**src/rtl/core/dkpd_pkg.sv**
```systemverilog
package dkpd_pkg;

  localparam int TIME_W = 32;
  localparam int CFG_W  = 16;
  localparam int EVT_W  = 2;
  localparam int IDX_W  = 1;

  typedef logic [TIME_W-1:0] time_t;
  typedef logic [CFG_W-1:0]  cfg_t;
  typedef logic [EVT_W-1:0]  evt_t;
  typedef logic [IDX_W-1:0]  idx_t;

  localparam evt_t EVT_NONE = 2'd0;
  localparam evt_t EVT_KEY0 = 2'd1;
  localparam evt_t EVT_KEY1 = 2'd2;

  localparam idx_t CFG_DEBOUNCE = 1'd0;
  localparam idx_t CFG_SCAN     = 1'd1;

  localparam cfg_t DEBOUNCE_RESET = 16'd20;
  localparam cfg_t SCAN_RESET     = 16'd5;

  localparam logic LEVEL_RELEASED = 1'b1;

endpackage

```
**src/rtl/core/dual_key_press_debouncer.sv**
```systemverilog
// a scan word enters the input register, then its result word the output register
// throughput: one scan word per cycle while out_stall is low, set by the register pair
// in_stall rises only while a word waits in the input register behind a stalled result
// reset: synchronous, clears both registers' valid flags, key states to released,
// edge and last scan times to zero, debounce_time to 20 and scan_interval to 5
module dual_key_press_debouncer (
  input  logic            clk,
  input  logic            rst,
  input  logic            in_valid,
  output logic            in_stall,
  input  dkpd_pkg::time_t now_ms,
  input  logic            raw_light,
  input  logic            raw_feed,
  output logic            out_valid,
  input  logic            out_stall,
  output dkpd_pkg::evt_t  event_res,
  input  logic            cfg_write,
  input  dkpd_pkg::idx_t  cfg_index,
  input  dkpd_pkg::cfg_t  cfg_data
);
  import dkpd_pkg::*;

  cfg_t  debounce_time;
  cfg_t  scan_interval;

  logic  s1_valid;
  time_t s1_now;
  logic  s1_raw_light;
  logic  s1_raw_feed;
  time_t last_scan_time;

  logic  in_take;
  logic  advance;
  logic  scan_ok;
  logic  accept_scan;
  logic  press0;
  logic  press1;
  evt_t  evt;

  assign advance     = s1_valid && (!out_valid || !out_stall);
  assign in_stall    = s1_valid && out_valid && out_stall;
  assign in_take     = in_valid && !in_stall;
  assign scan_ok     = (s1_now - last_scan_time) >= {{(TIME_W-CFG_W){1'b0}}, scan_interval};
  assign accept_scan = advance && scan_ok;

  dkpd_key u_key0 (
    .clk      (clk),
    .rst      (rst),
    .en       (accept_scan),
    .raw      (s1_raw_light),
    .now      (s1_now),
    .debounce (debounce_time),
    .press    (press0)
  );

  // key 1 is left alone when key 0 reports
  dkpd_key u_key1 (
    .clk      (clk),
    .rst      (rst),
    .en       (accept_scan && !press0),
    .raw      (s1_raw_feed),
    .now      (s1_now),
    .debounce (debounce_time),
    .press    (press1)
  );

  always_comb begin
    evt = EVT_NONE;
    if (accept_scan) begin
      if (press0) begin
        evt = EVT_KEY0;
      end else if (press1) begin
        evt = EVT_KEY1;
      end
    end
  end

  always_ff @(posedge clk) begin
    if (rst) begin
      debounce_time <= DEBOUNCE_RESET;
      scan_interval <= SCAN_RESET;
    end else if (cfg_write) begin
      unique case (cfg_index)
        CFG_DEBOUNCE: debounce_time <= cfg_data;
        CFG_SCAN:     scan_interval <= cfg_data;
        default:      ;
      endcase
    end
  end

  always_ff @(posedge clk) begin
    if (rst) begin
      s1_valid <= 1'b0;
    end else if (in_take) begin
      s1_valid <= 1'b1;
    end else if (advance) begin
      s1_valid <= 1'b0;
    end
  end

  always_ff @(posedge clk) begin
    if (in_take) begin
      s1_now       <= now_ms;
      s1_raw_light <= raw_light;
      s1_raw_feed  <= raw_feed;
    end
  end

  always_ff @(posedge clk) begin
    if (rst) begin
      last_scan_time <= '0;
    end else if (accept_scan) begin
      last_scan_time <= s1_now;
    end
  end

  always_ff @(posedge clk) begin
    if (rst) begin
      out_valid <= 1'b0;
    end else if (advance) begin
      out_valid <= 1'b1;
    end else if (!out_stall) begin
      out_valid <= 1'b0;
    end
  end

  always_ff @(posedge clk) begin
    if (advance) begin
      event_res <= evt;
    end
  end

endmodule

```
**src/rtl/core/dkpd_key.sv**
```systemverilog
module dkpd_key (
  input  logic           clk,
  input  logic           rst,
  input  logic           en,
  input  logic           raw,
  input  dkpd_pkg::time_t now,
  input  dkpd_pkg::cfg_t  debounce,
  output logic           press
);
  import dkpd_pkg::*;

  logic  stable;
  logic  prev;
  time_t edge_time;
  time_t elapsed;
  logic  changed;
  logic  adopt;

  assign elapsed = now - edge_time;
  assign changed = raw != prev;
  assign adopt   = !changed && (raw != stable) &&
                   (elapsed >= {{(TIME_W-CFG_W){1'b0}}, debounce});
  // released to pressed only
  assign press   = adopt && !raw;

  always_ff @(posedge clk) begin
    if (rst) begin
      stable    <= LEVEL_RELEASED;
      prev      <= LEVEL_RELEASED;
      edge_time <= '0;
    end else if (en) begin
      if (changed) begin
        prev      <= raw;
        edge_time <= now;
      end else if (adopt) begin
        stable <= raw;
      end
    end
  end

endmodule

```
**config.mk**
```make
export PLATFORM = sky130hd
export DESIGN_NAME = dual_key_press_debouncer
export DESIGN_NICKNAME = d
export VERILOG_FILES = /design/src/rtl/core/dkpd_pkg.sv /design/src/rtl/core/dual_key_press_debouncer.sv /design/src/rtl/core/dkpd_key.sv
export SDC_FILE = /design/constraint.sdc
export NUM_CORES = 1
export LEC_CHECK = 0
export BUFFER_PORTS_ARGS = -buffer_cell sky130_fd_sc_hd__buf_2
export CORE_MARGIN = 2
export CORE_UTILIZATION = 50
export CTS_CLUSTER_DIAMETER = 60
export DETAILED_ROUTE_END_ITERATION = 8
export MAX_ROUTING_LAYER = met4
export PLACE_DENSITY = 0.75
export SYNTH_ARGS = -nofsm -noshare
export SYNTH_HDL_FRONTEND = slang
export SYNTH_SLANG_ARGS = --single-unit
```
**constraint.sdc**
```tcl
create_clock -name clk -period 5.2 [get_ports clk]
set_clock_uncertainty 0.15 [all_clocks]
set_input_delay 1.04 -clock clk [delete_from_list [all_inputs] [get_ports clk]]
set_output_delay 1.04 -clock clk [all_outputs]
set_load 0.03 [all_outputs]
```
After elaboration in Yosys (flattened, before gate mapping)
Cells that the tools add are included.
{"block": "op_classes", "add_sub_neg": 3, "n_lt_le_gt_ge": 3, "n_eq_ne": 5, "n_mux": 6, "bitwise_logic": 4, "reduce_logical": 29}
{"op": "$ge 32x16->1", "count": 3}
{"op": "$sub 32x32->32", "count": 3}
{"op": "$logic_and 1x1->1", "count": 12}
{"op": "$logic_not 1->1", "count": 8}
{"op": "$reduce_and 2->1", "count": 4}
{"op": "$reduce_and 3->1", "count": 2}
{"op": "$mux 1", "count": 5}
{"op": "$ne 1x1->1", "count": 4}
{"op": "$not 1->1", "count": 4}
{"op": "$mux 2", "count": 1}
{"op": "$ne 2x1->1 const B", "count": 1}
{"op": "$reduce_bool 2->1", "count": 1}
{"op": "$reduce_or 2->1", "count": 1}
{"op": "$logic_or 1x1->1", "count": 1}
{"block": "totals", "register_bits": 170, "input_bits": 56, "out_inout_bits": 4, "elab_cells": 66}

Depth between registers and ports, before layout
Gate-level depths: netlist of the first run.
{"block": "logic_depth", "word_depth": 8, "ltp_mapped": 24, "depth_no_buf": 22}

Cells and area by module
A second synthesis of the first run with hierarchy kept.
{"block": "hier_totals", "cells_unflattened": 1751, "area_unflattened_um2": 13638.1}
{"module": "dual_key_press_debouncer", "instances": 1, "cells_each": 667, "area_per_inst_um2": 5958.2, "seq_area_each_um2": 2402.3}
{"module": "dkpd_key at u_key1", "instances": 1, "cells_each": 550, "area_per_inst_um2": 3843.7, "seq_area_each_um2": 680.7}
{"module": "dkpd_key at u_key0", "instances": 1, "cells_each": 534, "area_per_inst_um2": 3836.2, "seq_area_each_um2": 680.7}

Worst setup path before layout of the first run
Ideal clock, no wire load.
{"block": "synth_path", "path_type": "register to register", "start": "reg s1_now[1]", "end": "reg u_key1.edge_time[1]", "setup_time_ns": 0.128, "t_arrival_ns": 4.539, "required_time_ns": 4.922, "slack_ns": 0.383, "path_stages_with_launch": 23, "path_buffers": 1, "period_less_slack_ns": 4.817, "cell_sequence": "edfxtp_1 -> inv_1 -> fa_1 -> nand2b_1 -> a21oi_1 -> o21ai_0 -> nand2b_1 -> a21oi_1 -> nor2_1 -> a31oi_1 -> xnor2_1 -> ha_1 -> nand4_1 -> o22ai_1 -> a211o_1 -> nor4_1 -> nand4_1 -> a2111oi_4 -> a41oi_2 -> a311oi_4 -> buf_6 -> mux2i_1 -> nor2_1"}
{"block": "synth_between", "elab_chain_len": 7, "word_cells_on_any_way": 10, "cone_classes": "add/sub (2); order compare (2); reduce/logical (6)"}
{"element": "from (decl)", "line": "dual_key_press_debouncer.sv:27", "source": "time_t s1_now;"}
{"element": "from (signal assigned)", "line": "dual_key_press_debouncer.sv:103", "source": "s1_now <= now_ms;"}
{"element": "$sub 32x32->32", "line": "dkpd_key.sv:19", "source": "assign elapsed = now - edge_time;"}
{"element": "$ge 32x16->1", "line": "dkpd_key.sv:22", "source": "(elapsed >= {{(TIME_W-CFG_W){1'b0}}, debounce});"}
{"element": "$logic_and 1x1->1", "line": "dkpd_key.sv:21", "source": "assign adopt = !changed && (raw != stable) &&"}
{"element": "$logic_and 1x1->1", "line": "dkpd_key.sv:24", "source": "assign press = adopt && !raw;"}
{"element": "$logic_not 1->1", "line": "dual_key_press_debouncer.sv:60", "source": ".en (accept_scan && !press0),"}
{"element": "$logic_and 1x1->1", "line": "dual_key_press_debouncer.sv:60"}
{"element": "$reduce_and 2->1 (no line)"}
{"element": "to (signal assigned)", "line": "dkpd_key.sv:34", "source": "edge_time <= now;"}
{"element": "to (decl)", "line": "dkpd_key.sv:14", "source": "time_t edge_time;"}
Several ways; a longest one is shown, not always the timed one.
A chain may end at the register's enable or synchronous reset.

Final worst setup path of the first run
{"block": "layout_path", "start": "reg s1_now[0]", "end": "reg u_key1.edge_time[15]"}
{"block": "layout_between", "elab_chain_len": 7, "word_cells_on_any_way": 10, "cone_classes": "add/sub (2); order compare (2); reduce/logical (6)"}
{"element": "$sub 32x32->32", "line": "dkpd_key.sv:19"}
{"element": "$ge 32x16->1", "line": "dkpd_key.sv:22"}
{"element": "$logic_and 1x1->1", "line": "dkpd_key.sv:21"}
{"element": "$logic_and 1x1->1", "line": "dkpd_key.sv:24"}
{"element": "$logic_not 1->1", "line": "dual_key_press_debouncer.sv:60"}
{"element": "$logic_and 1x1->1 *", "line": "dual_key_press_debouncer.sv:60"}
{"element": "$reduce_and 2->1 (no line) *"}
Every way passes the cells marked *; elsewhere a longest branch is shown, timed or not.

==> results of run 1 <==
worst min-delay path: cells and delay by family, from the launching register on:
kind	cells	cell delay (ps)
flip-flops	1	310
AO/OA/AOI/OAI	1	50
AND/OR/NAND/NOR	1	50
kinds of logic after synthesis:
family                   count (synthesis)  share of synthesized area, %
adder cells (fa/ha/maj)                144                          13.9
AO/OA/AOI/OAI                          414                          21.0
XOR/XNOR                                62                          4.15
buffers and inverters                  208                          6.57
AND/OR/NAND/NOR                        502                          17.7
multiplexers                           103                          7.89
flip-flops                             170                          28.7
per-stage QoR:
step | instance area [µm²] | utilization, %
floorplan | 13100 | -
global placement | 14000 | 54.0
detailed placement | 14000 | 54.0
CTS | 14700 | 56.9
global route | 15300 | 58.9
finish | 15300 | 58.9
worst max-delay path by stage:
stage	from	end	slack [ps]	depth (start not counted)
6_report	s1_now[0]	u_key1.edge_time[15]	20	25
2_1_floorplan	s1_now[1]	u_key1.edge_time[1]	380	22
4_1_cts	s1_now[1]	u_key1.edge_time[22]	-10	23
5_1_grt	s1_now[0]	u_key1.edge_time[15]	-250	25
3_3_place_gp	s1_now[0]	u_key1.edge_time[7]	20	24
3_5_place_dp	s1_now[0]	last_scan_time[19]	-120	24
sequential cells by signal, summed over array words and instances, names as in the netlist:
name,cells
u_key1.stable,1
u_key1.prev,1
scan_interval,16
s1_now,32
u_key1.edge_time,32
s1_valid,1
last_scan_time,32
u_key0.stable,1
event_res,2
u_key0.edge_time,32
s1_raw_light,1
u_key0.prev,1
out_valid,1
s1_raw_feed,1
debounce_time,16
per-layer routing:
layer  global-route usage [%]  routed length (µm)  vias up
met4                     8.58                1020        0
met1                     34.1               16900     5739
met5                        -                   0        -
met2                     41.2               16900      352
met3                     3.12                1870       76
li1                         -                   -     5937
power groups by stage:
| stage | logic, mW | clock network [mW] | registers (mW) |
|---|---|---|---|
| after floorplan | 0.884 | 0 | 1.48 |
| after global placement | 1.17 | 0 | 1.50 |
| after detailed placement | 1.19 | 0 | 1.50 |
| after CTS | 1.22 | 1.30 | 1.47 |
| after global routing | 1.45 | 1.35 | 1.48 |
| final | 1.31 | 1.28 | 1.47 |
what timing repair did:
action	in CTS	in global routing
setup buffers	4	20
endpoints found under the setup margin	99	102
pin swaps	9	34
gates resized for setup	15	58
cloned	2	5
cell usage in the layout, fill, tap and decap left out, types with 12 or more instances in the layout:
cell type and n:
sky130_fd_sc_hd__clkbuf_16 21, sky130_fd_sc_hd__o21a_1 23, sky130_fd_sc_hd__inv_1 144, sky130_fd_sc_hd__ha_1 129
sky130_fd_sc_hd__nand4_1 35, sky130_fd_sc_hd__dfxtp_1 134, sky130_fd_sc_hd__nor3_1 28, sky130_fd_sc_hd__xor2_1 20
sky130_fd_sc_hd__nand2_1 156, sky130_fd_sc_hd__nor2b_1 12, sky130_fd_sc_hd__buf_4 75, sky130_fd_sc_hd__xnor2_1 42
sky130_fd_sc_hd__a21oi_1 146, sky130_fd_sc_hd__edfxtp_1 36, sky130_fd_sc_hd__a21o_1 32, sky130_fd_sc_hd__o21ai_0 50
sky130_fd_sc_hd__o211ai_1 16, sky130_fd_sc_hd__nor2_1 171, sky130_fd_sc_hd__buf_2 58, sky130_fd_sc_hd__mux2i_1 96
sky130_fd_sc_hd__nand3_1 18
area by class of cell:
class                      instances  area share [%]
clock buffer                      18            2.88
clock inverter                    14           0.951
inverter                         145            3.57
multi-input combinational       1225            57.5
sequential                       170            24.7
tap                              335            2.75
timing repair buffer             148            7.71
==> run summary, run 1 <==
## Logic synthesis
• sky130_fd_sc_hd__nor2_1 — most numerous cell in the Yosys netlist
• 0% — post-synthesis async set-or-reset flop share
• 0 — count of synthesis-stage warnings from yosys
• sky130_fd_sc_hd__dfxtp_1 20%, sky130_fd_sc_hd__ha_1 13%, sky130_fd_sc_hd__edfxtp_1 8.3% — cell types with the largest area share after synthesis
• sky130_fd_sc_hd__dfxtp_1 — largest area contributor in the netlist
• sky130_fd_sc_hd__dfxtp_1 — Post-synth top flop
• 87 — Distinct cells, synth
• 8.17 µm² — average footprint of a synthesized cell
• 174 x sky130_fd_sc_hd__nor2_1, 157 x sky130_fd_sc_hd__nand2_1, 154 x sky130_fd_sc_hd__a21oi_1 — most common library cells after synthesis
• 1803 — Syn Nets
• 1603 — synthesized netlist cell count
• 13100 µm² — cell area after technology mapping
• 36 — number of synthesized flops with an enable pin
• 28.7% — part of the Yosys area used for sequential elements
• 20.5% — area share of the largest cell type after synthesis
• 170 — count of state elements after synthesis

## GRT
• 0 — antenna violations before repair
• 11184 — vias in the first global route
• 25.8% — total track usage
• 56200 µm — first-pass GRT wire length
• 0 — total gr overflow
• 95 — pin count of the biggest net entering global routing

## Routing
• 5.89 — post-detailed-route via-to-cell ratio
• 5 — detailed-routing iteration count for the pre-antenna-repair pass
• 0 — number of nets with antenna violations after detailed routing
• 12104 — number of vias after detailed routing
• 728 — iteration-0 DRC count of the detailed router
• 36700 µm — total wirelength of the detailed-routed design
• 0 — DRC viols
• 17.9 µm — final routed wire length divided by cell count

## Setup path
• sky130_fd_sc_hd__fa_2 — Critical-path top delay cell
• compound AO/OA/AOI/OAI gates — family with the most delay on the worst path
• register — Worst Setup End Kind
• 5340 ps — Req. time, crit path
• register — startpoint class of the critical path
• u_key1.edge_time[15] — capture instance of the worst register-to-register path
• 20 ps — Register-to-Register Setup Slack
• 4 — Critical path buffers and inverters
• s1_now[0] — Critical R2R Launch
• 390 ps — largest incremental delay on the critical path
• 25 — R2R cell count
• register to register — kind of critical path
• 8 — Critical Path Fanout Max
• 5320 ps — data arrival time of the worst path

## Floorplanning
• 166 µm — die outline height
• 50.5% — effective utilization at floorplan
• 166 µm — die span in x
• 27500 µm² — Die ar.
• 60 — Top-Level Pins
• 59 — standard-cell row count
• 25900 µm² — placeable core region

## Finish
• 1907 — count of nets after finishing
• 2223 — fillers
• 15.5% — fraction of final layout cells sized beyond drive strength 1
• 16.6% — layout-stage area growth over the synthesis result
• 8780 µm² — multi-input combinational cell area
• 2055 — post-route insts no fill
• 0 — antenna cells
• 3760 µm² — register area

## Run
• 0 — max capacitance violation total

## Timing
• 1160 ps — transition time at the pin with the least slew margin
• yes — unrepaired setup endpoints after global routing
• 0 ps — sum of negative setup slack
• 306 ps — minimum hold slack
• 22.6% — worst slew slack as a fraction of its limit
• 0 — final-report setup violation count
• 99.7% — Final period util
• 5180 ps — minimum clock period
• 0 — number of endpoints with negative hold slack in the final report
• 15.7 ps — slack of the critical path
• 0 — final count of pins violating max slew
• 193 MHz — maximum operating frequency

## Clocking
• done — TritonCTS clock tree
• 4 — number of H-tree levels
• 440 ps — clock latency on the worst-skew pair
• sky130_fd_sc_hd__clkbuf_16 — clock root buffer
• 17 — number of buffers inserted during clock tree synthesis
• 0 — Hold Buf Count CTS
• 80 ps — register clock-pin slew on the reported worst setup and hold paths
• 2 — Max Root-Sink Buffers
• 170 — number of sinks on the clock net

## Power and ir drop
• 1.44 mW — power spent charging and discharging nets
• 32.3% — Comb power frac
• 6.03 nW — Leak
• 2.63 mW — internal power
• 35.3% — switching share of power
• 266 nW/µm² — pwr/cell area
• 0.000175 V — worst voltage drop across the vdd grid
• 36.3% — power share of the sequential group
• 4.06 mW — Overall Power
• 31.5% — clock network fraction of design power

## Placed design
• 1992 — number of instances in the placed design
• 59 — Buffers on Ports
• -119 ps — Placement Setup Slack
• 0.948 — global placement routability congestion
• 26900 µm — half-perimeter wire length of the detailed placement result

## Worst hold path
• register to register — path class of the lowest-slack min-delay path
• 2 — hold path cells
• scan_interval[11] — terminating pin of the worst hold path
• scan_interval[11] — Hold Startpoint

## Status
• finished clean — result of the run

Note: power is estimated with default switching activity, not from simulation.
==> run 2: changes to the inputs <==
--- a/config.mk
+++ b/config.mk
@@ -7,11 +7,12 @@
 export LEC_CHECK = 0
 export BUFFER_PORTS_ARGS = -buffer_cell sky130_fd_sc_hd__buf_2
 export CORE_MARGIN = 2
-export CORE_UTILIZATION = 50
+export CORE_UTILIZATION = 57
 export CTS_CLUSTER_DIAMETER = 60
 export DETAILED_ROUTE_END_ITERATION = 8
+export GPL_ROUTABILITY_DRIVEN = 0
 export MAX_ROUTING_LAYER = met4
-export PLACE_DENSITY = 0.75
+export PLACE_DENSITY = 0.83
 export SYNTH_ARGS = -nofsm -noshare
 export SYNTH_HDL_FRONTEND = slang
 export SYNTH_SLANG_ARGS = --single-unit
==> run 2 against run 1 <==
Effect of this change:
- the run now ends with DRC, setup timing left
- fmax shrank 3.5%
- non-clock buffer count shrank 4
- combinational power about the same
- critical endpoint is now u_key1.edge_time[16]
==> run summary, run 2 (synthesized netlist as in run 1, its figures left out) <==
## Status
• finished, violations left — result of the run
• DRC, setup timing — violated checks

## Power and ir drop
• 4.05 mW — Overall Power
• 6.02 nW — Leak
• 266 nW/µm² — pwr/cell area
• 0.000215 V — worst voltage drop across the vdd grid

## Routing
• 8 — detailed-routing iteration count for the pre-antenna-repair pass
• 0 — number of nets with antenna violations after detailed routing
• 37600 µm — total wirelength of the detailed-routed design
• 12724 — number of vias after detailed routing
• 961 — iteration-0 DRC count of the detailed router
• 1 — DRC viols
• 6.36 — post-detailed-route via-to-cell ratio
• 18.8 µm — final routed wire length divided by cell count

## Setup path
• 26 — R2R cell count
• u_key1.edge_time[16] — capture instance of the worst register-to-register path
• register — startpoint class of the critical path
• register to register — kind of critical path
• s1_now[0] — Critical R2R Launch
• register — Worst Setup End Kind
• -170 ps — Register-to-Register Setup Slack
• 5540 ps — data arrival time of the worst path
• 5370 ps — Req. time, crit path
• 8 — Critical Path Fanout Max

## Placed design
• 25400 µm — half-perimeter wire length of the detailed placement result
• 59 — Buffers on Ports
• -197 ps — Placement Setup Slack

## Floorplanning
• 156 µm — die outline height
• 55 — standard-cell row count
• 156 µm — die span in x
• 58.0% — effective utilization at floorplan
• 22600 µm² — placeable core region
• 24200 µm² — Die ar.
• 60 — Top-Level Pins

## Timing
• 33 — final-report setup violation count
• -3410 ps — sum of negative setup slack
• 186 MHz — maximum operating frequency
• yes — unrepaired setup endpoints after global routing
• 0 — final count of pins violating max slew
• 103% — Final period util
• 25.2% — worst slew slack as a fraction of its limit
• 5370 ps — minimum clock period
• 1120 ps — transition time at the pin with the least slew margin
• 0 — number of endpoints with negative hold slack in the final report
• -171 ps — slack of the critical path

## GRT
• 56300 µm — first-pass GRT wire length
• 29.5% — total track usage
• 0 — antenna violations before repair
• 0 — total gr overflow
• 92 — pin count of the biggest net entering global routing
• 11688 — vias in the first global route

## Worst hold path
• scan_interval[7] — Hold Startpoint
• register to register — path class of the lowest-slack min-delay path
• 2 — hold path cells
• scan_interval[7] — terminating pin of the worst hold path

## Finish
• 15.6% — fraction of final layout cells sized beyond drive strength 1
• 1673 — fillers
• 170 x sky130_fd_sc_hd__nor2_1, 156 x sky130_fd_sc_hd__nand2_1, 149 x sky130_fd_sc_hd__a21oi_1, 143 x sky130_fd_sc_hd__inv_1, 134 x sky130_fd_sc_hd__dfxtp_1 — commonest non-fill, non-tap cells in the layout
• 0 — antenna cells
• 1903 — count of nets after finishing
• sky130_fd_sc_hd__nor2_1 — leading cell type in the layout, fill and taps excluded
• 16.3% — layout-stage area growth over the synthesis result

## Clocking
• sky130_fd_sc_hd__clkbuf_16 — clock root buffer
• 80 ps — register clock-pin slew on the reported worst setup and hold paths
• done — TritonCTS clock tree
• 4 — number of H-tree levels
• 2 — Max Root-Sink Buffers
• 450 ps — clock latency on the worst-skew pair
• 170 — number of sinks on the clock net
• 17 — number of buffers inserted during clock tree synthesis
• 0 — Hold Buf Count CTS

## Run
• 0 — max capacitance violation total

[run 2: power breakdown]
| part | total [mW] | internal [mW] | switching, mW |
|---|---|---|---|
| clock | 1.23 | 0.634 | 0.599 |
| combinational | 1.34 | 0.566 | 0.772 |
| sequential | 1.48 | 1.41 | 0.0638 |
[run 2: layout make-up]
type	count	area, µm²	share of cell area, %
well taps	285	357	2.34
inverters	145	544	3.57
flip-flops and latches	170	3760	24.7
clock buffers	18	429	2.82
clock inverters	14	128	0.838
multi-input cells	1225	8810	57.8
repair buffers	144	1200	7.90
[run 2: worst max-delay path by stage]
stage	endpoint	cells after the start	slack (ps)	from
5_1_grt	u_key1.edge_time[16]	24	-400	s1_now[1]
2_1_floorplan	u_key1.edge_time[1]	22	380	s1_now[1]
4_1_cts	u_key1.edge_time[20]	25	3	s1_now[0]
3_3_place_gp	u_key1.edge_time[3]	24	-30	s1_now[0]
6_report	u_key1.edge_time[16]	26	-170	s1_now[0]
3_5_place_dp	u_key1.edge_time[4]	24	-200	s1_now[0]
[run 2: stage by stage]
step | std cells | utilization [%] | hold slack (ps) | instance area [µm²]
after floorplan | 1603 | - | 286 | 13100
after global placement | 1916 | 60.8 | 294 | 13700
after detailed placement | 1916 | 60.8 | 298 | 13700
after CTS | 1963 | 64.4 | 308 | 14500
after global routing | 2001 | 67.5 | 328 | 15200
final | 2001 | 67.5 | 310 | 15200
[run 2: what timing repair did]
action,CTS,global route
gates resized for setup,17,65
buffers inserted,12,30
setup endpoints to repair,83,102
cloned,3,9
pin swaps,6,56
[run 2: per-layer routing]
| layer | part of all wire [%] | track usage, % | vias to the layer above | wire length [µm] |
|---|---|---|---|---|
| met3 | 9.0 | 5.92 | 188 | 3380 |
| met1 | 40 | 37.1 | 5945 | 15100 |
| li1 | - | - | 5937 | - |
| met4 | 4.9 | 11.1 | 0 | 1850 |
| met2 | 46 | 47.2 | 654 | 17200 |
| met5 | 0 | - | - | 0 |
[run 2: worst max-delay path, stage by stage, from the launching register on]
cell and delay (ps):
sky130_fd_sc_hd__edfxtp_1 390, sky130_fd_sc_hd__inv_2 60, sky130_fd_sc_hd__buf_6 120, sky130_fd_sc_hd__ha_4 160, sky130_fd_sc_hd__fa_2 400, sky130_fd_sc_hd__nand2b_4 160
sky130_fd_sc_hd__a21oi_2 150, sky130_fd_sc_hd__o21ai_1 100, sky130_fd_sc_hd__nand2b_1 160, sky130_fd_sc_hd__a21oi_2 80, sky130_fd_sc_hd__nor2_1 120, sky130_fd_sc_hd__a31oi_1 100
sky130_fd_sc_hd__xnor2_1 150, sky130_fd_sc_hd__ha_1 310, sky130_fd_sc_hd__nand4_1 110, sky130_fd_sc_hd__o22ai_1 90, sky130_fd_sc_hd__a211o_1 290, sky130_fd_sc_hd__nor4_2 270
sky130_fd_sc_hd__nand4_1 170, sky130_fd_sc_hd__a2111oi_4 420, sky130_fd_sc_hd__a41oi_2 210, sky130_fd_sc_hd__a311oi_4 380, sky130_fd_sc_hd__buf_6 170, sky130_fd_sc_hd__buf_12 100
sky130_fd_sc_hd__buf_16 130, sky130_fd_sc_hd__mux2i_2 220, sky130_fd_sc_hd__nor2_1 50
